<file path="src/rtl/core/pdhd_pkg.sv">
package pdhd_pkg;

    localparam int TIME_W      = 32;
    localparam int PAD_W       = 3;
    localparam int SAMPLE_W    = 12;
    localparam int WIN_W       = 16;
    localparam int CFG_IDX_W   = 3;
    localparam int CFG_DATA_W  = 16;
    localparam int THRESH_REGS = 6;
    localparam int S_TDATA_W   = 64;
    localparam int M_TDATA_W   = 16;

    typedef logic [TIME_W-1:0]   t_time;
    typedef logic [PAD_W-1:0]    t_pad;
    typedef logic [SAMPLE_W-1:0] t_sample;
    typedef logic [WIN_W-1:0]    t_window;

    // configuration register map
    typedef enum logic [CFG_IDX_W-1:0] {
        REG_THRESH0  = 3'd0,
        REG_THRESH1  = 3'd1,
        REG_THRESH2  = 3'd2,
        REG_THRESH3  = 3'd3,
        REG_THRESH4  = 3'd4,
        REG_THRESH5  = 3'd5,
        REG_DISABLED = 3'd6,
        REG_DEBOUNCE = 3'd7
    } t_cfg_idx;

    localparam t_sample THRESH_RESET [THRESH_REGS] = '{
        12'd450, 12'd500, 12'd800, 12'd600, 12'd1350, 12'd500
    };
    localparam t_pad    DISABLED_RESET = 3'd5;
    localparam t_window DEBOUNCE_RESET = 16'd80;

endpackage

</file>
<file path="src/rtl/core/pdhd_ram.sv">
module pdhd_ram #(
    parameter int WIDTH = 32,
    parameter int DEPTH = 6
) (
    input  logic                     i_clk,
    input  logic                     i_we,
    input  logic [$clog2(DEPTH)-1:0] i_waddr,
    input  logic [WIDTH-1:0]         i_wdata,
    input  logic                     i_re,
    input  logic [$clog2(DEPTH)-1:0] i_raddr,
    output logic [WIDTH-1:0]         o_rdata
);

    logic [WIDTH-1:0] r_mem [DEPTH];
    logic [WIDTH-1:0] r_rdata;

    // read-first: a read and write to one address in a cycle returns old data
    always_ff @(posedge i_clk) begin
        if (i_we) begin
            r_mem[i_waddr] <= i_wdata;
        end
        if (i_re) begin
            r_rdata <= r_mem[i_raddr];
        end
    end

    assign o_rdata = r_rdata;

endmodule

</file>
<file path="src/rtl/core/piezo_pad_hit_detector_top.sv">
// scan results pass the evaluate stage and the output register; a full one can stall intake
// throughput: one pad request per cycle unless stalled; hit-time memory is read on accept
//   and written back in the evaluate stage, with a forwarding register covering the overlap
// reset: synchronous active-low; thresholds, disabled pad and debounce window return to
//   their defaults, every stored hit time reads as zero until first written
module piezo_pad_hit_detector_top #(
    parameter int PAD_COUNT = 6
) (
    input  logic                             i_clk,
    input  logic                             i_rst_n,
    // slave side
    input  logic                             i_s_tvalid,
    output logic                             o_s_tready,
    // time_ms[31:0], pad_index[34:32], first_sample[46:35], confirm_sample[58:47], zeros
    input  logic [pdhd_pkg::S_TDATA_W-1:0]   i_s_tdata,
    // scan_end
    input  logic                             i_s_tlast,
    // master side
    output logic                             o_m_tvalid,
    input  logic                             i_m_tready,
    // hit_pad[2:0], hit_strength[14:3], zero
    output logic [pdhd_pkg::M_TDATA_W-1:0]   o_m_tdata,
    // hit_found
    output logic                             o_m_tuser,
    // configuration write port
    input  logic                             i_cfg_we,
    input  logic [pdhd_pkg::CFG_IDX_W-1:0]   i_cfg_idx,
    input  logic [pdhd_pkg::CFG_DATA_W-1:0]  i_cfg_wdata
);

    import pdhd_pkg::*;

    localparam int AW = (PAD_COUNT > 1) ? $clog2(PAD_COUNT) : 1;

    // configuration registers
    t_sample r_thresh [THRESH_REGS];
    t_pad    r_disabled;
    t_window r_debounce;

    // evaluate stage (item whose hit time is being read)
    logic    r_s1_valid;
    t_time   r_s1_time;
    t_pad    r_s1_pad;
    t_sample r_s1_first;
    t_sample r_s1_conf;
    logic    r_s1_last;

    // running winner of the current scan
    logic    r_best_found;
    t_pad    r_best_pad;
    t_sample r_best_strength;

    // per-pad written flags stand in for the all-zero reset of the hit-time store
    logic [PAD_COUNT-1:0] r_written;

    // last write-back, forwarded to the item that read the same entry alongside it
    logic          r_fwd_valid;
    logic [AW-1:0] r_fwd_addr;
    t_time         r_fwd_data;

    // output register
    logic    r_out_valid;
    logic    r_out_found;
    t_pad    r_out_pad;
    t_sample r_out_strength;

    // input fields
    t_time   in_time;
    t_pad    in_pad;
    t_sample in_first;
    t_sample in_conf;

    logic          advance;
    logic          s1_fire;
    logic [AW-1:0] rd_addr;
    logic [AW-1:0] s1_addr;
    t_time         ram_q;
    t_time         last_hit;
    t_time         since;
    t_sample       s1_thresh;
    logic          s1_eligible;
    logic          s1_qualifies;
    logic [SAMPLE_W:0] s1_sum;
    t_sample       s1_strength;
    logic          s1_beats;
    logic          fin_found;
    t_pad          fin_pad;
    t_sample       fin_strength;
    logic          wr_en;
    logic [AW-1:0] wr_addr;

    assign in_time  = i_s_tdata[TIME_W-1:0];
    assign in_pad   = i_s_tdata[TIME_W +: PAD_W];
    assign in_first = i_s_tdata[TIME_W+PAD_W +: SAMPLE_W];
    assign in_conf  = i_s_tdata[TIME_W+PAD_W+SAMPLE_W +: SAMPLE_W];

    // the pipe only halts when an end-of-scan result meets a full, unread output register
    assign advance    = !r_s1_valid || !r_s1_last || !r_out_valid || i_m_tready;
    assign o_s_tready = advance;
    assign s1_fire    = r_s1_valid && advance;

    assign rd_addr = AW'(in_pad);
    assign s1_addr = AW'(r_s1_pad);

    pdhd_ram #(
        .WIDTH (TIME_W),
        .DEPTH (PAD_COUNT)
    ) u_hit_time_ram (
        .i_clk   (i_clk),
        .i_we    (wr_en),
        .i_waddr (wr_addr),
        .i_wdata (r_s1_time),
        .i_re    (advance),
        .i_raddr (rd_addr),
        .o_rdata (ram_q)
    );

    // candidate evaluation
    always_comb begin
        s1_eligible = (32'(r_s1_pad) < PAD_COUNT) && (32'(r_s1_pad) < THRESH_REGS)
                      && (r_s1_pad != r_disabled);
        if (r_fwd_valid && (r_fwd_addr == s1_addr)) begin
            last_hit = r_fwd_data;
        end else if (s1_eligible && r_written[s1_addr]) begin
            last_hit = ram_q;
        end else begin
            last_hit = '0;
        end
        since     = r_s1_time - last_hit;
        s1_thresh = s1_eligible ? r_thresh[r_s1_pad] : '0;
        s1_qualifies = s1_eligible && (since >= TIME_W'(r_debounce))
                       && (r_s1_first >= s1_thresh) && (r_s1_conf >= s1_thresh);
        s1_sum      = {1'b0, r_s1_first} + {1'b0, r_s1_conf};
        s1_strength = s1_sum[SAMPLE_W:1];
        // strictly stronger only, so the earlier pad keeps a tie and zero never wins
        s1_beats    = s1_qualifies && (s1_strength > r_best_strength);

        if (s1_beats) begin
            fin_found    = 1'b1;
            fin_pad      = r_s1_pad;
            fin_strength = s1_strength;
        end else begin
            fin_found    = r_best_found;
            fin_pad      = r_best_pad;
            fin_strength = r_best_strength;
        end
    end

    // winner's hit time is stamped with the end-of-scan item's time
    assign wr_en   = s1_fire && r_s1_last && fin_found;
    assign wr_addr = AW'(fin_pad);

    // configuration registers
    always_ff @(posedge i_clk) begin
        if (!i_rst_n) begin
            for (int k = 0; k < THRESH_REGS; k++) begin
                r_thresh[k] <= THRESH_RESET[k];
            end
            r_disabled <= DISABLED_RESET;
            r_debounce <= DEBOUNCE_RESET;
        end else if (i_cfg_we) begin
            unique case (t_cfg_idx'(i_cfg_idx)) inside
                REG_THRESH0, REG_THRESH1, REG_THRESH2,
                REG_THRESH3, REG_THRESH4, REG_THRESH5: begin
                    r_thresh[i_cfg_idx] <= i_cfg_wdata[SAMPLE_W-1:0];
                end
                REG_DISABLED: begin
                    r_disabled <= i_cfg_wdata[PAD_W-1:0];
                end
                REG_DEBOUNCE: begin
                    r_debounce <= i_cfg_wdata[WIN_W-1:0];
                end
                default: begin
                end
            endcase
        end
    end

    // pipeline control
    always_ff @(posedge i_clk) begin
        if (!i_rst_n) begin
            r_s1_valid      <= 1'b0;
            r_best_found    <= 1'b0;
            r_best_pad      <= '0;
            r_best_strength <= '0;
            r_written       <= '0;
            r_fwd_valid     <= 1'b0;
            r_out_valid     <= 1'b0;
        end else begin
            if (advance) begin
                r_s1_valid  <= i_s_tvalid;
                r_fwd_valid <= wr_en;
            end
            if (s1_fire) begin
                if (r_s1_last) begin
                    r_best_found    <= 1'b0;
                    r_best_pad      <= '0;
                    r_best_strength <= '0;
                end else if (s1_beats) begin
                    r_best_found    <= 1'b1;
                    r_best_pad      <= r_s1_pad;
                    r_best_strength <= s1_strength;
                end
            end
            if (wr_en) begin
                r_written[wr_addr] <= 1'b1;
            end
            if (s1_fire && r_s1_last) begin
                r_out_valid <= 1'b1;
            end else if (i_m_tready) begin
                r_out_valid <= 1'b0;
            end
        end
    end

    // payload registers
    always_ff @(posedge i_clk) begin
        if (advance) begin
            r_s1_time  <= in_time;
            r_s1_pad   <= in_pad;
            r_s1_first <= in_first;
            r_s1_conf  <= in_conf;
            r_s1_last  <= i_s_tlast;
        end
        if (wr_en) begin
            r_fwd_addr <= wr_addr;
            r_fwd_data <= r_s1_time;
        end
        if (s1_fire && r_s1_last) begin
            r_out_found    <= fin_found;
            r_out_pad      <= fin_pad;
            r_out_strength <= fin_strength;
        end
    end

    assign o_m_tvalid = r_out_valid;
    assign o_m_tuser  = r_out_found;
    assign o_m_tdata  = M_TDATA_W'({r_out_strength, r_out_pad});

endmodule

</file>
<file path="config.mk">
export PLATFORM = sky130hd
export DESIGN_NAME = piezo_pad_hit_detector_top
export DESIGN_NICKNAME = d
export VERILOG_FILES = /design/src/rtl/core/pdhd_pkg.sv /design/src/rtl/core/pdhd_ram.sv /design/src/rtl/core/piezo_pad_hit_detector_top.sv
export SDC_FILE = /design/constraint.sdc
export NUM_CORES = 1
export LEC_CHECK = 0
export BUFFER_PORTS_ARGS = -buffer_cell sky130_fd_sc_hd__clkbuf_2
export CAP_MARGIN = 20
export CORE_UTILIZATION = 45
export DETAILED_ROUTE_END_ITERATION = 16
export PLACE_DENSITY = 0.73
export SETUP_SLACK_MARGIN = 0.02
export SLEW_MARGIN = 20
export SYNTH_ARGS = -nofsm -noshare
export SYNTH_HDL_FRONTEND = slang
export SYNTH_HIERARCHICAL = 1
export SYNTH_SLANG_ARGS = --single-unit
</file>
<file path="constraint.sdc">
create_clock -name i_clk -period 12.4 [get_ports i_clk]
set_clock_uncertainty 0.1 [all_clocks]
set_input_delay 2.48 -clock i_clk [delete_from_list [all_inputs] [get_ports i_clk]]
set_output_delay 2.48 -clock i_clk [all_outputs]
set_load 0.05 [all_outputs]
</file>
==> impl_results.md <==
* Synth Cell Area at 22030 um^2
* Routability congestion estimate at around 0.9
* Detail Placement HPWL at about 32 mm
* Worst Max-Slew Pin Slew at between 1 and 1.5 ns
* TNS Setup at 0 ns
* CP endpoint kind: register
* Max-cap violations at 0
* Post-synth cell types at 77
* CP Launch Point: r_s1_pad[2]
* CTS H-tree lvls at 2
* Global Route Usage Sum at 19.44%
* Sequential fraction of the synthesis area at 63.02%
* Nets at 1927
* Worst-path cell with the longest stage delay: nor4_2
* Status: finished, final reports clean
* Antenna violations before repair at 0
* Multi-input logic area at approximately 7600 um^2
* Largest family of logic cells by synthesized area: compound AO/OA/AOI/OAI gates
* First-pass GRT wire length at 75.50 mm
* Synth Area in Compound Gates at 10.79%
* Fin util at between 50% and 60%
* Clock-pin transition on the worst setup and hold timing paths at 0.06 ns
* Tmin final at 9.074 ns
* FF+latch count, synth at 478
* Synth Area in XOR/XNOR at between 1 and 1.5%
* Rel. slew slack at between 20 and 30%
* TritonCTS clock tree: done
* Largest cells by area after synthesis: edfxtp_1 (59%), ha_1 (5.3%), mux2i_1 (4.6%), dfxtp_1 (4.3%), mux4_2 (2.6%)
* Wirelength, routed at between 40 and 50 mm
* Most frequent cells in the layout: edfxtp_1 (431), nand2_1 (120), a21oi_1 (103)
* Inst Count DP at 2302
* Min-delay worst type: register to register
* Ant. Diodes at 0
* Proportion of layout cells with a drive suffix above 1 at 15.82%
* Register Area at 13880 um^2
* Via Count at 13690
* Leak at 9.058 nW
* Crit-path max FO at 31
* Remaining routing DRC violations at 0
* Die Wd at 223.3 um
* Pre-antenna DRT Iters at 5
* WP data required at 12.57 ns
* Reg2reg start: r_s1_pad[2]
* Final Instance Count excl. Fillers at 2397
* Async set or reset register ratio after synthesis at 0%
* Core Region at about 48000 um^2
* Placement Cell Area at ~23000 um^2
* Crit-path leading delay family: compound AO/OA/AOI/OAI gates
* Gr ovfl total at 0
* FILL cells at between 3000 and 4000
* CTS buffer count at 51
* Layout Area Growth over Synthesis at 13.47%
* Post-route ant nets at 0
* Max incr delay on CP at 0.76 ns
* Starting Density at between 40 and 50%
* Top cell type's share of synthesized area at between 50% and 60%
* Top cell type by total area after synthesis: edfxtp_1
* WP buf/inv at 4
* Post CTS Setup Buffer Count at 0
* Peak VDD IR at approximately 0.099 mV
* Synthesized area per cell at ~14 um^2
* Root Buffer: clkbuf_16
* CP most frequent cell: a21oi_1
* Most common cell after layout, fill and taps aside: edfxtp_1
* # clock sinks at around 480
* Max Fclk at 110.2 MHz
* I/O Pins at 108
* Row count at 80
* Avg Vias per Cell at 5.711
* Adder-Cell Fraction of Synth Area at 5.520%
* Fin. max-slew vios at 0
* EDFF count, synth at 431
* Vias in the first global route at ~14000
* WS Path Type: register to register
* Final Cell Area at 25000 um^2
* Simple-Gate Fraction of Synth Area at 8.337%
* Post-synthesis instance total at 1618
* Commonest register cell after synthesis: edfxtp_1
* Die Area at about 50000 um^2
* CP startpoint kind: register
* Final period util at 73.17%
* RSZ-0062 raised after global routing: no
* Mux cell area share after synthesis at under 10%
* # hold bufs at CTS at 0
* Post-CTS Resized at 0
* Chip Height at 223.3 um
* Count of final hold-check violations at 0
* Worst-skew pair later-pin latency at roughly 0.58 ns
* Hold path start: r_debounce[3]
* PwrDens at roughly 150 nW/um^2
* Maximum buffer depth of the clock tree at 3
* Largest net degree at the start of global routing at 68
* Routed len/inst at 20.13 um
* Initial DRC Count at roughly 1200
* Synth warn at 6
* Total power at 3.707 mW
* I/O Buffers at 101
* Critical Path AT at 9.25 ns
* Final setup violation count at 0
-- stage by stage --
step | worst slack (ns) | hold WS, ns
CTS | 3.153 | 0.3585
finish | 3.326 | 0.3604
detailed placement | 3.163 | 0.3508
floorplan | 2.144 | 0.3359
global route | 2.760 | 0.3756
global placement | 3.380 | 0.3455
-- power breakdown --
part           leakage [nW]  internal, mW  total (mW)  switching [mW]
Combinational          3.75         0.134       0.337           0.203
Sequential             4.48          1.81        1.84          0.0325
Clock                 0.827         0.916        1.53           0.611
-- final timing paths --
| kind | to | slack, ns | cells after the start |
|---|---|---|---|
| setup / recovery | u_hit_time_ram/r_mem[4][18] | 3.33 | 29 |
| hold / removal | r_debounce[3] | 0.36 | 2 |
| setup reg to reg | u_hit_time_ram/r_mem[4][18] | 3.33 | 29 |
| hold reg to reg | r_debounce[3] | 0.36 | 2 |
-- final cells by class --
| class | count | share of cell area [%] |
|---|---|---|
| clock buffers | 65 | 5.566 |
| clock inverters | 28 | 1.186 |
| inverters | 66 | 1.001 |
| multi-input cells | 1020 | 30.56 |
| flip-flops and latches | 478 | 55.54 |
| well taps | 615 | 3.078 |
| repair buffers | 125 | 3.073 |
-- synth_stat cells, types with 9 or more instances --
library cell	instances
nand2b_1	22
o21bai_1	12
nand3_1	38
or3_1	15
buf_2	12
a21o_1	20
mux2i_1	102
nand2_1	120
a22o_1	35
nor2b_1	9
a21oi_2	10
and2_1	14
edfxtp_1	431
ha_1	94
clkbuf_1	44
xnor2_1	23
dfxtp_1	47
inv_1	65
nor2_1	71
a31oi_1	9
nand4_1	24
buf_4	10
a21oi_1	103
o211ai_1	18
mux2_2	17
xor2_1	9
o21ai_0	47
nor3_1	24
mux4_2	25
a22oi_1	31
o21a_1	9
-- state kept, by name (all words and copies together) (netlist names), named ones only --
register / flops
r_s1_last: 1
r_written: 6
r_fwd_addr: 3
r_out_pad: 3
o_m_tvalid: 1
r_thresh: 96
r_s1_conf: 12
r_fwd_data: 32
r_disabled: 3
r_out_strength: 12
r_s1_pad: 3
u_hit_time_ram/r_mem: 192
r_debounce: 16
o_m_tuser: 1
r_s1_time: 32
r_s1_valid: 1
r_best_strength: 12
r_s1_first: 12
r_best_pad: 3
u_hit_time_ram/o_rdata: 32
r_fwd_valid: 1
r_best_found: 1
-- cells by family after synthesis --
kind of cell             count (synthesis)
adder cells (fa/ha/maj)                 96
XOR/XNOR                                32
buffers and inverters                  144
multiplexers                           144
flip-flops                             478
other                                    1
AO/OA/AOI/OAI                          349
AND/OR/NAND/NOR                        374
-- tightest hold or removal path, cell delays in order, from the launching register on --
cell and delay (ns):
dfxtp_1 0.31, nand2_1 0.05, a21oi_1 0.05
-- metal layers --
metal	share of wire, %	track usage [%]	vias up
met3	5.8	2.713	78
met5	0	0	-
li1	-	-	6440
met4	2.5	6.275	0
met1	43	26.28	6730
met2	48	32.43	441
Note: power is estimated with default switching activity, not from simulation.
